==> src/hdl/wppd_pkg.sv <==
// shared types, constants and lfsr functions of the ppdu descrambler
// no dependencies; used by every module of the block
`timescale 1ns / 1ps

package wppd_pkg;

    localparam int unsigned BYTE_W    = 8;
    localparam int unsigned BITCNT_W  = 14;
    localparam int unsigned POS_W     = 11;
    localparam int unsigned LFSR_W    = 7;
    localparam int unsigned SEED_BITS = 7;
    localparam int unsigned JUMP_MAX  = 64;

    localparam logic [POS_W-1:0] POS_MAX = {POS_W{1'b1}};

    typedef logic [LFSR_W-1:0]   t_lfsr;
    typedef logic [BYTE_W-1:0]   t_byte;
    typedef logic [BITCNT_W-1:0] t_bitcnt;
    typedef logic [POS_W-1:0]    t_pos;

    // byte position and latched bit count in effect for the current item
    typedef struct packed {
        t_pos    pos;
        t_bitcnt pbits;
    } t_ctx;

    // one step of x^7 + x^4 + 1: new stage 0 = stage 6 ^ stage 3
    function automatic t_lfsr lfsr_advance(input t_lfsr l);
        return {l[5:0], l[6] ^ l[3]};
    endfunction

    // advance by a fixed number of steps, flattens to an xor network
    function automatic t_lfsr lfsr_jump(input t_lfsr l, input int unsigned steps);
        t_lfsr s;
        s = l;
        for (int unsigned k = 0; k < JUMP_MAX; k++) begin
            if (k < steps) begin
                s = lfsr_advance(s);
            end
        end
        return s;
    endfunction

endpackage

==> src/hdl/wppd_seed_load.sv <==
// seed extraction from the seed byte and fixed-length lfsr jump
// depends on wppd_pkg
`timescale 1ns / 1ps

module wppd_seed_load #(
    parameter int unsigned HEADER_BITS = 24
) (
    input  wppd_pkg::t_byte  i_data_byte,
    input  wppd_pkg::t_ctx   i_ctx,
    output wppd_pkg::t_lfsr  o_lfsr
);

    localparam int unsigned H_OFF = HEADER_BITS % 8;

    logic [wppd_pkg::SEED_BITS-1:0] seed;
    wppd_pkg::t_lfsr                 rev;

    always_comb begin
        seed = '0;
        for (int unsigned k = 0; k < wppd_pkg::SEED_BITS; k++) begin
            // only bits inside this byte and inside the count
            if ((H_OFF + k) < 8) begin
                if ({1'b0, i_ctx.pbits} > 15'(HEADER_BITS + k)) begin
                    seed[k] = i_data_byte[3'(H_OFF + k)];
                end
            end
        end
        if (seed == '0) begin
            seed = 7'd1;
        end
        // seed bit 6 lands in stage 0
        for (int unsigned k = 0; k < wppd_pkg::LFSR_W; k++) begin
            rev[k] = seed[wppd_pkg::LFSR_W-1-k];
        end
        o_lfsr = wppd_pkg::lfsr_jump(rev, HEADER_BITS);
    end

endmodule

==> src/hdl/wppd_bit_xform.sv <==
// per-byte descramble over eight stream bits and last-byte flag
// depends on wppd_pkg
`timescale 1ns / 1ps

module wppd_bit_xform #(
    parameter int unsigned HEADER_BITS = 24
) (
    input  wppd_pkg::t_byte  i_data_byte,
    input  wppd_pkg::t_ctx   i_ctx,
    input  wppd_pkg::t_lfsr  i_lfsr,
    output wppd_pkg::t_byte  o_out_byte,
    output logic             o_final_byte,
    output wppd_pkg::t_lfsr  o_lfsr
);

    wppd_pkg::t_bitcnt base;
    wppd_pkg::t_bitcnt g;
    wppd_pkg::t_bitcnt last_bit;
    wppd_pkg::t_lfsr   l;
    wppd_pkg::t_byte   res;

    assign base     = {i_ctx.pos, 3'b000};
    assign last_bit = i_ctx.pbits - 14'd1;

    always_comb begin
        l   = i_lfsr;
        res = '0;
        g   = base;
        for (int unsigned i = 0; i < 8; i++) begin
            g = base + 14'(i);
            if (g < i_ctx.pbits) begin
                if (g >= 14'(HEADER_BITS)) begin
                    res[i] = i_data_byte[i] ^ l[6];
                    l      = wppd_pkg::lfsr_advance(l);
                end else begin
                    res[i] = i_data_byte[i];
                end
            end
        end
    end

    assign o_out_byte   = res;
    assign o_lfsr       = l;
    assign o_final_byte = (i_ctx.pbits != '0) && (i_ctx.pos == last_bit[13:3]);

endmodule

==> src/hdl/wlan_ppdu_descrambler_core.sv <==
// top level of the byte-serial 802.11a ppdu descrambler (x^7 + x^4 + 1)
// depends on wppd_pkg, wppd_seed_load, wppd_bit_xform
`timescale 1ns / 1ps

// usage
//   input channel i_in_valid / o_in_ready carries one ppdu byte per item, bit 0
//   earliest; i_first_byte marks byte 0 of a packet and samples i_bit_count
//   output channel o_out_valid / i_out_ready carries one descrambled byte per
//   item plus o_final_byte on the byte holding the last counted bit
//   signal field bits pass unchanged; the seed byte reloads the lfsr and a
//   fixed jump network advances it by HEADER_BITS steps in the same cycle
//   path: an accepted item lands in the input register, and its result is loaded
//   into the output register when the compute stage fires, that is once the
//   output register is free or being drained
//   throughput: one item per cycle unless stalled; the lfsr, position and count
//   registers update in the single compute pass between the two registers
//   a stalled receiver holds the output register; the input register still
//   takes one more item, then o_in_ready drops until the output drains
//   reset clears both valid flags, the lfsr, byte position and latched count;
//   no packet seen yet means every byte comes out zero
module wlan_ppdu_descrambler_core #(
    parameter int unsigned MAX_PPDU_BYTES = 1515,
    parameter int unsigned HEADER_BITS    = 24
) (
    input  logic                i_clk,
    input  logic                i_rst_n,
    input  logic                i_in_valid,
    output logic                o_in_ready,
    input  wppd_pkg::t_byte     i_data_byte,
    input  logic                i_first_byte,
    input  wppd_pkg::t_bitcnt   i_bit_count,
    output logic                o_out_valid,
    input  logic                i_out_ready,
    output wppd_pkg::t_byte     o_out_byte,
    output logic                o_final_byte
);

    localparam int unsigned CAP_BITS = 8 * MAX_PPDU_BYTES;
    localparam int unsigned HDR_POS  = HEADER_BITS / 8;

    localparam wppd_pkg::t_bitcnt CAP = wppd_pkg::BITCNT_W'(CAP_BITS);

    // input register
    logic              r_in_valid;
    wppd_pkg::t_byte   r_data;
    logic              r_first;
    wppd_pkg::t_bitcnt r_cnt;

    // descrambler state
    wppd_pkg::t_lfsr   r_lfsr;
    wppd_pkg::t_pos    r_pos;
    wppd_pkg::t_bitcnt r_pbits;

    // output register
    logic              r_out_valid;
    wppd_pkg::t_byte   r_out_byte;
    logic              r_final;

    logic              fire;
    wppd_pkg::t_ctx    ctx;
    wppd_pkg::t_lfsr   seed_lfsr;
    wppd_pkg::t_lfsr   start_lfsr;
    wppd_pkg::t_lfsr   n_lfsr;
    wppd_pkg::t_byte   n_out_byte;
    logic              n_final;
    wppd_pkg::t_pos    n_pos;

    // compute stage moves when the output register is free or being drained
    assign fire       = r_in_valid && (!r_out_valid || i_out_ready);
    assign o_in_ready = !r_in_valid || fire;

    // a first byte reloads the count (saturated) and restarts the position
    always_comb begin
        if (r_first) begin
            ctx.pos   = '0;
            ctx.pbits = (r_cnt > CAP) ? CAP : r_cnt;
        end else begin
            ctx.pos   = r_pos;
            ctx.pbits = r_pbits;
        end
    end

    wppd_seed_load #(
        .HEADER_BITS (HEADER_BITS)
    ) u_seed (
        .i_data_byte (r_data),
        .i_ctx       (ctx),
        .o_lfsr      (seed_lfsr)
    );

    // the seed byte starts the lfsr from the freshly loaded seed
    assign start_lfsr = (ctx.pos == wppd_pkg::POS_W'(HDR_POS)) ? seed_lfsr : r_lfsr;

    wppd_bit_xform #(
        .HEADER_BITS (HEADER_BITS)
    ) u_xform (
        .i_data_byte  (r_data),
        .i_ctx        (ctx),
        .i_lfsr       (start_lfsr),
        .o_out_byte   (n_out_byte),
        .o_final_byte (n_final),
        .o_lfsr       (n_lfsr)
    );

    // position saturates on long streams
    assign n_pos = (ctx.pos < wppd_pkg::POS_MAX) ? ctx.pos + 11'd1 : ctx.pos;

    always_ff @(posedge i_clk) begin
        if (!i_rst_n) begin
            r_in_valid  <= 1'b0;
            r_out_valid <= 1'b0;
            r_lfsr      <= '0;
            r_pos       <= '0;
            r_pbits     <= '0;
        end else begin
            if (o_in_ready) begin
                r_in_valid <= i_in_valid;
            end
            if (fire) begin
                r_lfsr      <= n_lfsr;
                r_pos       <= n_pos;
                r_pbits     <= ctx.pbits;
                r_out_valid <= 1'b1;
            end else if (i_out_ready) begin
                r_out_valid <= 1'b0;
            end
        end
    end

    // payload registers, no reset
    always_ff @(posedge i_clk) begin
        if (o_in_ready && i_in_valid) begin
            r_data  <= i_data_byte;
            r_first <= i_first_byte;
            r_cnt   <= i_bit_count;
        end
        if (fire) begin
            r_out_byte <= n_out_byte;
            r_final    <= n_final;
        end
    end

    assign o_out_valid  = r_out_valid;
    assign o_out_byte   = r_out_byte;
    assign o_final_byte = r_final;

endmodule

==> config.mk <==
export PLATFORM = sky130hd
export DESIGN_NAME = wlan_ppdu_descrambler_core
export DESIGN_NICKNAME = d
export VERILOG_FILES = /design/src/hdl/wppd_pkg.sv /design/src/hdl/wppd_seed_load.sv /design/src/hdl/wppd_bit_xform.sv /design/src/hdl/wlan_ppdu_descrambler_core.sv
export SDC_FILE = /design/constraint.sdc
export NUM_CORES = 1
export LEC_CHECK = 0
export BUFFER_PORTS_ARGS = -buffer_cell sky130_fd_sc_hd__buf_2
export CAP_MARGIN = 15
export CORE_UTILIZATION = 40
export CTS_CLUSTER_SIZE = 28
export DETAILED_ROUTE_END_ITERATION = 8
export PLACE_DENSITY = 0.58
export SKIP_LAST_GASP = 1
export SLEW_MARGIN = 10
export SYNTH_ARGS = -nofsm -noshare
export SYNTH_HDL_FRONTEND = slang
export SYNTH_HIERARCHICAL = 1
export SYNTH_SLANG_ARGS = --single-unit
==> constraint.sdc <==
create_clock -name i_clk -period 6.7 [get_ports i_clk]
set_input_delay 1.34 -clock i_clk [delete_from_list [all_inputs] [get_ports i_clk]]
set_output_delay 1.34 -clock i_clk [all_outputs]
set_load 0.02 [all_outputs]
; Yosys cells after proc, flatten, opt, wreduce, memory -nomap -nowiden
; Index checks and enable logic that the tools add are counted.
[op_classes]
addsub = 9
order_cmp = 25
n_eq_ne = 2
muxes = 38
bitwise_logic = 40
reduce_logical = 10
[ops]
columns = cell, count
row1 = 2-to-1 mux 7 bit, 18
row2 = greater-or-equal comparator 14 x 5 -> 1 bit (second input constant), 8
row3 = less-than comparator 14 bit, 8
row4 = greater-than comparator 14 x 5 -> 1 bit (second input constant), 7
row5 = adder 14 x 3 -> 14 bit (second input constant), 4
row6 = XOR 1 bit, 40
row7 = adder 14 x 2 -> 14 bit (second input constant), 2
row8 = 2-to-1 mux 25 bit, 1
row9 = 2-to-1 mux 1 bit, 17
row10 = adder 14 x 1 -> 14 bit (second input constant), 1
row11 = greater-than comparator 14 bit (second input constant), 1
row12 = 2-to-1 mux 14 bit, 1
row13 = nonzero test 14 bit, 1
row14 = subtractor 14 x 1 -> 14 bit (second input constant), 1
row15 = adder 11 x 1 -> 11 bit (second input constant), 1
row16 = == test 11 bit, 1
row17 = == test 11 x 2 -> 1 bit (second input constant), 1
row18 = less-than comparator 11 bit (second input constant), 1
row19 = 2-to-1 mux 11 bit, 1
row20 = zero test 7 bit, 1
row21 = logical AND 1 bit, 3
row22 = zero test 1 bit, 2
row23 = logical OR 1 bit, 2
row24 = nonzero test 2 bit, 1
[totals]
register_bits = 66
out_inout_bits = 11

; Longest topological paths before layout
; Gate-level depths: netlist (run 1).
[logic_depth]
ltp_word = 38
depth_mapped = 24
depth_no_buf = 23

; Cells and area by module
; Netlist (run 1), hierarchy kept.
[modules_own_cells]
columns = mod, n_inst, cells_per_inst, area_each_um2, seq_area_each_um2
row1 = wlan_ppdu_descrambler_core, 1, 270, 2896.5, 1641.6
row2 = wppd_bit_xform, 1, 339, 2317.2, 0.0
row3 = wppd_seed_load, 1, 56, 446.7, 0.0

; Worst setup path before layout (run 1)
; OpenSTA, ideal clock, no wires.
[synth_timing]
kind = reg2reg
start = register r_cnt[12]
end = register r_lfsr[0]
setup_ps = 70
arrival_time_ps = 5265
t_required_ps = 6630
setup_slack_ps = 1365
path_stages_with_launch = 23
path_buffers = 1
period_less_slack_ps = 5335
cell_sequence = edfxtp_1 nand4b_1 o21a_1 o31ai_1 o22ai_1 or4_4 o41ai_4 mux2i_1 xor2_1 xnor2_1 mux2_2 clkbuf_1 xor2_1 nor3_1 a211oi_1 o21ai_0 o21ai_1 o21ai_1 mux2_2 xor2_1 mux2i_1 nand2_1 a21oi_1
[synth_lines]
columns = item, line
row1 = "start, declared", wlan_ppdu_descrambler_core.sv:47  ; wppd_pkg::t_bitcnt r_cnt;
row2 = "start signal, assigned", wlan_ppdu_descrambler_core.sv:135  ; r_cnt <= i_bit_count;
row3 = "end signal, assigned", wlan_ppdu_descrambler_core.sv:120  ; r_lfsr <= n_lfsr;
row4 = "end, declared", wlan_ppdu_descrambler_core.sv:50  ; wppd_pkg::t_lfsr r_lfsr;

==> metrics.csv, run 1 <==
stage,metric,value,unit
timing,setup total negative slack,0,ns
clock_network,cts hold-fix bufs,0,
detailed_routing,Detailed Route Iter0 Violations,568,
clock_network,post-CTS setup-driven buffer insertion count,0,
place,routability congestion estimate from global placement,1.02,
clock_network,total clock buffers created by CTS,9,
setup_path,element type at the critical path end,flop,
cells_and_area,post-synthesis to final-layout area growth,11.6,%
power,combinational fraction of design power,0.188,
grt,GRT overflow,0,
setup_path,critical register-to-register path startpoint,r_cnt[12],
floorplan,boundary pin count,38,
power,post-layout total power,1150,uW
setup_path,crit start category,flop,
setup_path,critical path peak fanout,7,
floorplan,standard-cell rows,43,
place,placed wire-length estimate after detailed placement,12800,um
synth,number of flops mapped to enable cells by yosys,32,
timing,clock period minus final worst setup slack,6.08,ns
setup_path,critical path required time,6.95,ns
detailed_routing,First-pass DRT Iterations,5,
setup_path,Critical Path Start,r_cnt[12],
timing,final number of hold-violating endpoints,0,
grt,vias in the first global route,5253,
timing,ratio of final minimum period to clock period,0.908,
power,pwr/cell area,182,nW/um^2
power,Flop pwr share,0.398,
setup_path,"slowest stage delay, CP",0.65,ns
outcome,result of the run,"finished, final reports clean",
setup_path,total buffers and inverters traversed by the critical path,0,
min_path,Tightest Hold Check Type,reg2reg,
synth,Seq cells post-synth,66,
setup_path,"Arr. time, crit path",6.34,ns
synth,"Cell Area, Synth",5660,sq um
detailed_routing,detailed-route DRC error count,0,
timing,clock tree skew after final layout,0.0125,ns
detailed_routing,Post-Route WL,16900,um
synth,count of mapped cells out of synthesis,665,
grt,global-route wire length before repair,26800,um
clock_network,CTS H-tree depth,3,
clock_network,Longest Clk Path Bufs,2,
setup_path,CP max stage cell,sky130_fd_sc_hd__or4_4,
floorplan,placeable core area,13800,sq um
detailed_routing,post-DR vias/cell,6.20,
timing,achievable clock frequency,164,MHz
cells_and_area,number of inserted diodes,0,
clock_network,cell at the root of the clock tree,sky130_fd_sc_hd__clkbuf_16,
floorplan,floorplan die height,121,um
setup_path,dominant delay contributor by cell family on the critical path,compound AO/OA/AOI/OAI gates,
place,Placement Setup Slack,0.763,ns
cells_and_area,utilization of the core after routing,0.457,
power,static power due to leakage,0.00225,uW
timing,final count of negative-setup-slack endpoints,0,
cells_and_area,ratio of cells with drive above 1 in the final layout,0.168,
timing,PnR worst setup slack,0.618,ns
power,share of total power in the clock network,0.414,
grt,number of antenna violations at the first check in global routing,0,
floorplan,Total Die Area,14600,sq um
power,P_sw,336,uW
grt,All-Layer GR Usage,0.235,
synth,Mapped Avg Cell Area,8.51,sq um
synth,Async SR Flop Fraction,0,
clock_network,clock slew at the register clock pins of the worst setup and hold paths,0.06,ns
run,number of max-capacitance violations reported,0,
timing,Slew Limit Fails,0,
setup_path,type of the worst setup path,reg2reg,
timing,setup repair after global routing missed its margin,false,
setup_path,Crit path top cell by count,sky130_fd_sc_hd__xor2_1,
cells_and_area,most common library cell in the layout ignoring fill and taps,sky130_fd_sc_hd__nand2_1,
cells_and_area,highest-count cells in the layout ignoring fill and taps,"sky130_fd_sc_hd__nand2_1 (61), sky130_fd_sc_hd__a21oi_1 (44), sky130_fd_sc_hd__nor2_1 (42), sky130_fd_sc_hd__buf_2 (37), sky130_fd_sc_hd__inv_1 (35)",
clock_network,clock sinks,66,
clock_network,cts repair resizes,0,
detailed_routing,remaining number of nets flagged by the antenna check after routing,0,
min_path,min-delay src,r_pbits[7],
synth,yosys warns,6,
synth,count of unique library cells instantiated by Yosys,96,
timing,Worst-Margin Slew,1.07,ns
timing,Max-slew headroom,0.282,
synth,sequential fraction of the synthesis area,0.290,
floorplan,Starting Density,0.409,
synth,flip-flop cell with the highest count after synthesis,sky130_fd_sc_hd__dfxtp_1,
cells_and_area,number of nets at the end of the flow,736,
clock_network,clock network latency to the later pin of the worst-skew pair,0.34,ns
power,P_int,812,uW
synth,post-synthesis net count,705,
clock_network,TritonCTS clock tree,yes,
floorplan,die boundary width,121,um
power,Max VDD drop,194,uV
detailed_routing,total number of vias,5462,
setup_path,cells along the critical path,"nand4b_1, o21a_1, o31ai_1, o22ai_1, or4_4, o41ai_4, mux2i_1, xor2_1, xnor2_1, mux2_2, xor2_1, nor3_1, a211oi_1, o21ai_0, o21ai_1, o21ai_1, mux2_2, xor2_1, mux2i_1, nand2_1, a21oi_1",
power,switch share,0.293,
detailed_routing,average wire per cell in the routed design,19.2,um
grt,pin count of the biggest net entering global routing,25,
place,count of buffers from port buffering,37,
synthesized netlist by cell type, drive strengths merged (5+ instances only):
cell,n,area (sq um)
xnor2,24,210
clkbuf,14,52.6
ha,13,163
inv,36,135
or3,5,31.3
o2111ai,7,73.8
o22ai,5,31.3
mux2i,18,193
nand4,12,75.1
nor3,25,130
o31ai,11,82.6
or4,6,52.6
mux2,11,124
o21ai,49,264
nor2,44,170
nand3,29,145
and3,5,31.3
xor2,14,123
o221a,6,67.6
dfxtp,34,681
a211oi,13,115
nand4b,7,67.6
nor4,11,118
edfxtp,32,961
buf,13,76.3
a31oi,15,115
nand2b,5,31.3
a221oi,5,73.8
a21oi,48,263
nand2,62,240
nor2b,14,87.6
a21o,12,90.1
worst paths after layout:
kind	slack (ns)	end	depth (start not counted)
worst max-delay path	0.62	r_lfsr[0]	21
worst min-delay path	0.45	r_pbits[7]	2
worst max register to register	0.62	r_lfsr[0]	21
worst min register to register	0.45	r_pbits[7]	2
routing by layer:
metal | GRT usage | part of all wire | up-vias
met1 | 0.304 | 0.45 | 2611
met2 | 0.379 | 0.46 | 227
met4 | 0.101 | 0.027 | 0
met3 | 0.0475 | 0.060 | 37
li1 | - | - | 2587
met5 | 0 | 0 | -
power by group through the flow:
stage / combinational, uW / clock, uW / sequential [uW]
final: 216 / 475 / 457
after CTS: 213 / 484 / 456
after global routing: 236 / 500 / 459
after floorplan: 160 / 0 / 462
after global placement: 210 / 0 / 464
after detailed placement: 212 / 0 / 465
state kept, by name (all words and copies together) (netlist names), 7 cells and up:
name / cells
o_out_byte: 8
r_cnt: 14
r_data: 8
r_lfsr: 7
r_pbits: 14
r_pos: 11
stage by stage:
stage / hold WS (ns) / cell area, sq um / cells
floorplan: 0.432 / 5660 / 665
global placement: 0.441 / 6020 / 865
detailed placement: 0.444 / 6020 / 865
CTS: 0.451 / 6320 / 881
global route: 0.464 / 6320 / 881
finish: 0.452 / 6320 / 881
layout make-up:
class                   count  area [sq um]
clock buffers              10           229
clock inverters             6          67.6
fillers                  1335          7510
inverters                  36           135
multi-input cells         536          3760
flip-flops and latches     66          1640
well taps                 180           225
repair buffers             47           260
cell families after synthesis:
kind of cell / synth area share
xor+xnor: 0.0588
flops: 0.290
compound gates: 0.290
buf+inv: 0.0466
simple gates: 0.230
mux: 0.0559
fa+ha+maj: 0.0287
worst min-delay path: stages, from the launching register on:
cell and delay [ns]:
sky130_fd_sc_hd__dfxtp_1 0.30, sky130_fd_sc_hd__nand2_1 0.05, sky130_fd_sc_hd__a21oi_1 0.05
Power figures use the tool's default switching activity.
==> inputs of run 2 (changes only) <==
--- a/config.mk
+++ b/config.mk
@@ -7,6 +7,7 @@
 export LEC_CHECK = 0
 export BUFFER_PORTS_ARGS = -buffer_cell sky130_fd_sc_hd__buf_2
 export CAP_MARGIN = 15
+export CORE_ASPECT_RATIO = 0.9
 export CORE_UTILIZATION = 40
 export CTS_CLUSTER_SIZE = 28
 export DETAILED_ROUTE_END_ITERATION = 8
==> run 2 against run 1 <==
Global-route usage shrank 0.12 points. Setup slack lost 0.20 ns. Non-clock buffer count decreased by 4. Worst hold slack better by 0.0028 ns. Cell area grew 0.42%. Routed wire length decreased by 0.63%. Register-to-register slack got worse by 0.20 ns. Combinational power about the same. Sequential share of layout area decreased by 0.11 points. First-iteration DRC count is 2.6% lower. Via count fell by 0.73%.
==> metrics.csv, run 2 (synthesis results as in run 1) <==
stage,metric,value,unit,change
outcome,result of the run,"finished, final reports clean",,
timing,final number of hold-violating endpoints,0,,unchanged
detailed_routing,remaining number of nets flagged by the antenna check after routing,0,,unchanged
cells_and_area,number of nets at the end of the flow,732,,-0.54%
power,post-layout total power,1190,uW,+4.0%
clock_network,clock network latency to the later pin of the worst-skew pair,0.33,ns,about the same
cells_and_area,Largest regs,"r_cnt: 14 flops, r_pbits: 14 flops, r_pos: 11 flops",,
power,P_sw,335,uW,about the same
detailed_routing,First-pass DRT Iterations,6,,+1
timing,PnR worst setup slack,0.417,ns,-0.201 ns
clock_network,Longest Clk Path Bufs,2,,unchanged
timing,clock period minus final worst setup slack,6.28,ns,+0.201 ns
grt,pin count of the biggest net entering global routing,25,,unchanged
floorplan,placeable core area,13600,sq um,-1.9%
cells_and_area,utilization of the core after routing,0.468,,+0.0108
setup_path,cells along the critical path,"nand4b_1, or2_0, o21a_1, a31oi_1, nand3_1, and4_1, o311a_1, a31oi_2, a21oi_2, xnor2_1, mux2_2, inv_1, a211oi_1, o21ai_0, nand2_1, a2bb2oi_2, nand3_1, a41oi_1, a21oi_1, a31oi_1, mux2i_1, nand2_1, a21oi_1",,
power,Flop pwr share,0.382,,-0.016
detailed_routing,total number of vias,5422,,-0.73%
setup_path,total buffers and inverters traversed by the critical path,1,,+1
timing,Slew Limit Fails,0,,unchanged
min_path,"Endpoint, Worst Hold",r_pbits[13],,
detailed_routing,Post-Route WL,16800,um,-0.63%
cells_and_area,number of inserted diodes,0,,unchanged
grt,vias in the first global route,4940,,-6.0%
floorplan,die boundary width,127,um,+5.3%
cells_and_area,highest-count cells in the layout ignoring fill and taps,"sky130_fd_sc_hd__nand2_1 (61), sky130_fd_sc_hd__a21oi_1 (44), sky130_fd_sc_hd__nor2_1 (42), sky130_fd_sc_hd__buf_2 (37), sky130_fd_sc_hd__inv_1 (35)",,
power,pwr/cell area,188,nW/um^2,+3.6%
place,placed wire-length estimate after detailed placement,12700,um,-0.98%
setup_path,dominant delay contributor by cell family on the critical path,compound AO/OA/AOI/OAI gates,,
setup_path,type of the worst setup path,reg2reg,,
setup_path,element type at the critical path end,flop,,
setup_path,critical path peak fanout,11,,+4
setup_path,"Arr. time, crit path",6.53,ns,+0.19 ns
power,static power due to leakage,0.00225,uW,about the same
clock_network,total clock buffers created by CTS,9,,unchanged
setup_path,worst r2r path cells,23,,+9.5%
min_path,worst hold stages,2,,unchanged
place,count of buffers from port buffering,37,,unchanged
power,P_int,858,uW,+5.7%
detailed_routing,average wire per cell in the routed design,19.0,um,-1.2%
cells_and_area,Fill cells,1291,,-3.3%
setup_path,crit start category,flop,,
detailed_routing,Detailed Route Iter0 Violations,553,,-2.6%
cells_and_area,"non-filler cells, final",886,,+0.57%
timing,setup repair after global routing missed its margin,false,,
timing,achievable clock frequency,159,MHz,-3.2%
power,combinational fraction of design power,0.182,,-0.006
power,share of total power in the clock network,0.435,,+0.021
min_path,Tightest Hold Check Type,reg2reg,,
floorplan,standard-cell rows,40,,-7.0%
clock_network,clock slew at the register clock pins of the worst setup and hold paths,0.06,ns,about the same
setup_path,setup slack of the most critical reg-to-reg path,0.42,ns,-0.20 ns
place,Inst Count DP,870,,+0.58%
grt,All-Layer GR Usage,0.234,,-0.00118
timing,setup total negative slack,0,ns,unchanged
floorplan,floorplan die height,115,um,-5.0%
setup_path,FF-to-FF End,r_lfsr[3],,
clock_network,cell at the root of the clock tree,sky130_fd_sc_hd__clkbuf_16,,
min_path,min-delay src,r_pbits[13],,
clock_network,clock sinks,66,,unchanged
setup_path,critical register-to-register path startpoint,r_cnt[12],,
grt,GRT overflow,0,,unchanged
place,routability congestion estimate from global placement,0.965,,-5.0%
floorplan,boundary pin count,38,,unchanged
timing,Max-slew headroom,0.295,,+0.0125
timing,Worst-Margin Slew,1.05,ns,-0.0218 ns
setup_path,"slowest stage delay, CP",0.78,ns,+0.13 ns
power,Max VDD drop,158,uV,-19%
clock_network,TritonCTS clock tree,yes,,
cells_and_area,post-synthesis to final-layout area growth,12.1,%,
grt,number of antenna violations at the first check in global routing,0,,unchanged
power,switch share,0.281,,-0.0114
timing,final count of negative-setup-slack endpoints,0,,unchanged
cells_and_area,most common library cell in the layout ignoring fill and taps,sky130_fd_sc_hd__nand2_1,,
floorplan,Total Die Area,14600,sq um,about the same
detailed_routing,detailed-route DRC error count,0,,unchanged
grt,global-route wire length before repair,26600,um,-0.67%
timing,ratio of final minimum period to clock period,0.938,,+0.0300
detailed_routing,post-DR vias/cell,6.12,,-1.3%
clock_network,CTS H-tree depth,3,,unchanged
floorplan,Starting Density,0.417,,+0.00797
setup_path,critical path required time,6.94,ns,about the same
place,Placement Setup Slack,0.572,ns,-0.191 ns
timing,clock tree skew after final layout,0.00811,ns,-0.00443 ns
run,number of max-capacitance violations reported,0,,unchanged
cells_and_area,ratio of cells with drive above 1 in the final layout,0.165,,-0.00334
setup_path,CP max stage cell,sky130_fd_sc_hd__a31oi_1,,
## run 2: cell types whose count changed in the layout (fill, tap and decap cells not counted), sizes merged
| cell | change |
|---|---|
| buf | -4 |
| bufinv | +1 |
| clkinv | -1 |
| clkinvlp | -1 |
| inv | +1 |
## run 2: final cells by class
class	instances	area, sq um	area share
multi-input combinational	536	3770	0.595
sequential	66	1640	0.259
clock buffer	10	239	0.0377
tap	189	236	0.0373
timing repair buffer	43	230	0.0363
inverter	36	135	0.0213
clock inverter	6	88.8	0.0140
## run 2: worst register-to-register path: stages (launching register included)
cell                        delay, ns
sky130_fd_sc_hd__edfxtp_1        0.47
sky130_fd_sc_hd__nand4b_1        0.32
sky130_fd_sc_hd__or2_0           0.35
sky130_fd_sc_hd__o21a_1          0.26
sky130_fd_sc_hd__a31oi_1         0.78
sky130_fd_sc_hd__nand3_1         0.29
sky130_fd_sc_hd__and4_1          0.30
sky130_fd_sc_hd__o311a_1         0.39
sky130_fd_sc_hd__a31oi_2         0.33
sky130_fd_sc_hd__a21oi_2         0.10
sky130_fd_sc_hd__xnor2_1         0.13
sky130_fd_sc_hd__mux2_2          0.30
sky130_fd_sc_hd__inv_1           0.19
sky130_fd_sc_hd__a211oi_1        0.10
sky130_fd_sc_hd__o21ai_0         0.22
sky130_fd_sc_hd__nand2_1         0.10
sky130_fd_sc_hd__a2bb2oi_2       0.21
sky130_fd_sc_hd__nand3_1         0.16
sky130_fd_sc_hd__a41oi_1         0.17
sky130_fd_sc_hd__a21oi_1         0.41
sky130_fd_sc_hd__a31oi_1         0.16
sky130_fd_sc_hd__mux2i_1         0.18
sky130_fd_sc_hd__nand2_1         0.09
sky130_fd_sc_hd__a21oi_1         0.19
## run 2: worst max-delay path by stage
stage                         start        end  cells after the start
final                     r_cnt[12]  r_lfsr[3]                     23
after global routing      r_cnt[12]  r_lfsr[0]                     22
after CTS                 r_cnt[12]  r_lfsr[0]                     20
after detailed placement  r_cnt[12]  r_lfsr[0]                     20
after global placement    r_cnt[12]  r_lfsr[0]                     21
after floorplan           r_cnt[12]  r_lfsr[0]                     22
## run 2: power groups by stage
stage	logic, uW	clock network (uW)	registers (uW)
floorplan	160	0	462
global placement	210	0	464
detailed placement	212	0	465
CTS	213	529	456
global route	237	543	458
finish	217	520	456
## run 2: metrics by stage
stage                     instance area (sq um)  hold slack, ns
after CTS                                  6330           0.454
after floorplan                            5660           0.432
after global routing                       6340           0.481
after global placement                     6000           0.443
final                                      6340           0.455
after detailed placement                   6000           0.446
## run 2: what timing repair did
action / in CTS / in global routing
gates resized for setup: 0 / 1
hold buffers: 0 / 0
endpoints found under the setup margin: 0 / 1
endpoints found under the hold margin: 0 / 0
setup buffers: 0 / 0
## run 2: routing by layer
metal	track usage	wire length [um]	share of wire	vias up
met5	0	0	0	-
li1	-	-	-	2584
met2	0.350	7050	0.42	260
met4	0.0667	315	0.019	0
met3	0.0386	1590	0.095	30
met1	0.344	7870	0.47	2548
==> inputs of run 3 (changes only) <==
--- a/config.mk
+++ b/config.mk
@@ -11,7 +11,6 @@
 export CORE_UTILIZATION = 40
 export CTS_CLUSTER_SIZE = 28
 export DETAILED_ROUTE_END_ITERATION = 8
-export PLACE_DENSITY = 0.58
 export SKIP_LAST_GASP = 1
 export SLEW_MARGIN = 10
 export SYNTH_ARGS = -nofsm -noshare
==> run 3 against run 2 <==
Non-clock buffer count up 7. Sequential share of layout area fell by 0.086 points. Die area is the same. Routed wire length decreased by 0.38%. Register-to-register slack better by 0.12 ns. Cell area increased by 0.34%. Power decreased by 3.9%. Critical path type unchanged.
==> metrics.csv, run 3 (synthesis results as in run 1) <==
stage,metric,value,unit,change
detailed_routing,detailed-route DRC error count,0,,unchanged
detailed_routing,met2 WL post-DR,6900,um,-2.1%
place,routability congestion estimate from global placement,1.00,,+3.8%
timing,clock period minus final worst setup slack,6.16,ns,-0.122 ns
run,number of max-capacitance violations reported,0,,unchanged
grt,pin count of the biggest net entering global routing,25,,unchanged
power,Max VDD drop,181,uV,+14%
clock_network,clock slew at the register clock pins of the worst setup and hold paths,0.06,ns,about the same
timing,setup total negative slack,0,ns,unchanged
setup_path,cells along the critical path,"nand4b_1, o21a_1, o31ai_1, o22ai_2, or4_4, o41ai_4, o311a_1, a31oi_2, a21oi_2, xnor2_1, mux2_2, xor2_1, nor3_1, a211oi_1, o21ai_0, o21ai_1, o21ai_1, mux2_2, xor2_1, mux2i_1, nand2_1, a21oi_1",,
setup_path,element type at the critical path end,flop,,
grt,GRT overflow,0,,unchanged
cells_and_area,most common library cell in the layout ignoring fill and taps,sky130_fd_sc_hd__nand2_1,,
floorplan,placeable core area,13600,sq um,unchanged
cells_and_area,Largest regs,"r_cnt: 14 flops, r_pbits: 14 flops, r_pos: 11 flops",,
clock_network,cts repair resizes,0,,unchanged
clock_network,clock network latency to the later pin of the worst-skew pair,0.35,ns,+0.02 ns
detailed_routing,remaining number of nets flagged by the antenna check after routing,0,,unchanged
place,count of buffers from port buffering,37,,unchanged
clock_network,cell at the root of the clock tree,sky130_fd_sc_hd__clkbuf_16,,
outcome,result of the run,"finished, final reports clean",,
timing,worst hold margin,0.457,ns,+0.00197 ns
place,placed wire-length estimate after detailed placement,13000,um,+2.1%
min_path,Tightest Hold Check Type,reg2reg,,
cells_and_area,Fill cells,1300,,+0.70%
detailed_routing,total number of vias,5450,,+0.52%
clock_network,post-CTS setup-driven buffer insertion count,0,,unchanged
setup_path,crit start category,flop,,
floorplan,Starting Density,0.417,,unchanged
clock_network,Longest Clk Path Bufs,2,,unchanged
detailed_routing,uppermost layer routed,met4,,
cells_and_area,number of nets at the end of the flow,739,,+0.96%
floorplan,die boundary width,127,um,unchanged
floorplan,boundary pin count,38,,unchanged
power,post-layout total power,1150,uW,-3.9%
timing,Slew Limit Fails,0,,unchanged
clock_network,CTS H-tree depth,3,,unchanged
clock_network,TritonCTS clock tree,yes,,
setup_path,"slowest stage delay, CP",0.64,ns,-0.14 ns
floorplan,standard-cell rows,40,,unchanged
setup_path,CP max stage cell,sky130_fd_sc_hd__or4_4,,
detailed_routing,post-DR vias/cell,6.10,,-0.27%
timing,Worst-Margin Slew,1.00,ns,-0.0467 ns
cells_and_area,post-synthesis to final-layout area growth,12.5,%,
timing,setup repair after global routing missed its margin,false,,
cells_and_area,highest-count cells in the layout ignoring fill and taps,"sky130_fd_sc_hd__nand2_1 (61), sky130_fd_sc_hd__a21oi_1 (44), sky130_fd_sc_hd__nor2_1 (42), sky130_fd_sc_hd__buf_2 (37), sky130_fd_sc_hd__inv_1 (35)",,
timing,final number of hold-violating endpoints,0,,unchanged
detailed_routing,met3 routed wirelength,1290,um,-19%
detailed_routing,average wire per cell in the routed design,18.8,um,-1.2%
timing,final count of negative-setup-slack endpoints,0,,unchanged
timing,ratio of final minimum period to clock period,0.920,,-0.0182
cells_and_area,number of inserted diodes,0,,unchanged
power,static power due to leakage,0.00227,uW,+0.87%
grt,All-Layer GR Usage,0.239,,+0.00511
clock_network,clock sinks,66,,unchanged
setup_path,"Arr. time, crit path",6.42,ns,-0.11 ns
setup_path,critical path peak fanout,7,,-4
timing,achievable clock frequency,162,MHz,+2.0%
timing,Max-slew headroom,0.328,,+0.0335
setup_path,critical path required time,6.96,ns,+0.02 ns
grt,number of antenna violations at the first check in global routing,0,,unchanged
timing,PnR worst setup slack,0.539,ns,+0.122 ns
detailed_routing,Post-Route WL,16800,um,-0.38%
place,Placement Setup Slack,0.529,ns,-0.0434 ns
grt,global-route wire length before repair,27000,um,+1.6%
detailed_routing,First-pass DRT Iterations,5,,-1
power,pwr/cell area,180,nW/um^2,-4.2%
detailed_routing,Detailed Route Iter0 Violations,588,,+6.3%
grt,vias in the first global route,5038,,+2.0%
cells_and_area,ratio of cells with drive above 1 in the final layout,0.176,,+0.0111
clock_network,cts hold-fix bufs,0,,unchanged
floorplan,floorplan die height,115,um,unchanged
detailed_routing,post-route met1 wirelength,8220,um,+4.4%
timing,clock tree skew after final layout,0.0123,ns,+0.00417 ns
floorplan,Total Die Area,14600,sq um,unchanged
setup_path,type of the worst setup path,reg2reg,,
clock_network,total clock buffers created by CTS,9,,unchanged
==> run 3: path summary, 6_finish.rpt <==
kind / from / endpoint / slack (ns) / cells past startpoint
min: r_pbits[7] / r_pbits[7] / 0.46 / 2
max: r_cnt[12] / r_lfsr[0] / 0.54 / 22
min reg2reg: r_pbits[7] / r_pbits[7] / 0.46 / 2
max reg2reg: r_cnt[12] / r_lfsr[0] / 0.54 / 22
==> run 3: layer usage <==
layer / vias up / GRT usage
met5: - / 0
met4: 0 / 0.0841
met3: 25 / 0.0409
met2: 217 / 0.341
met1: 2602 / 0.359
li1: 2606 / -
==> run 3: worst max-delay path, delay by kind of cell, from the launching register on <==
kind,cells,cell delay (ns)
AOI/OAI and AO/OA,12,3.13
xor gates and xnor gates,3,0.53
DFF,1,0.48
muxes,3,0.80
and+or+nand+nor,4,1.12
==> run 3: layout make-up <==
cell class	count	area, sq um	share of cell area
Multi-Input combinational cell	536	3780	0.593
Sequential cell	66	1640	0.258
Timing Repair Buffer	50	283	0.0444
Tap cell	189	236	0.0371
Clock buffer	10	229	0.0360
Inverter	36	135	0.0212
Clock inverter	6	65.1	0.0102
==> run 3: power by group <==
group,total (uW),switching (uW),internal (uW),leakage [uW]
clock,470,182,288,0.000143
combinational,220,137,83.2,0.00154
sequential,456,14.5,442,0.000586
==> run 3: per-stage QoR <==
stage               utilization  cell area (sq um)  instances
floorplan                     -               5660        665
global placement          0.446               6060        877
detailed placement        0.446               6060        877
CTS                       0.468               6350        893
global route              0.469               6370        893
finish                    0.469               6370        893
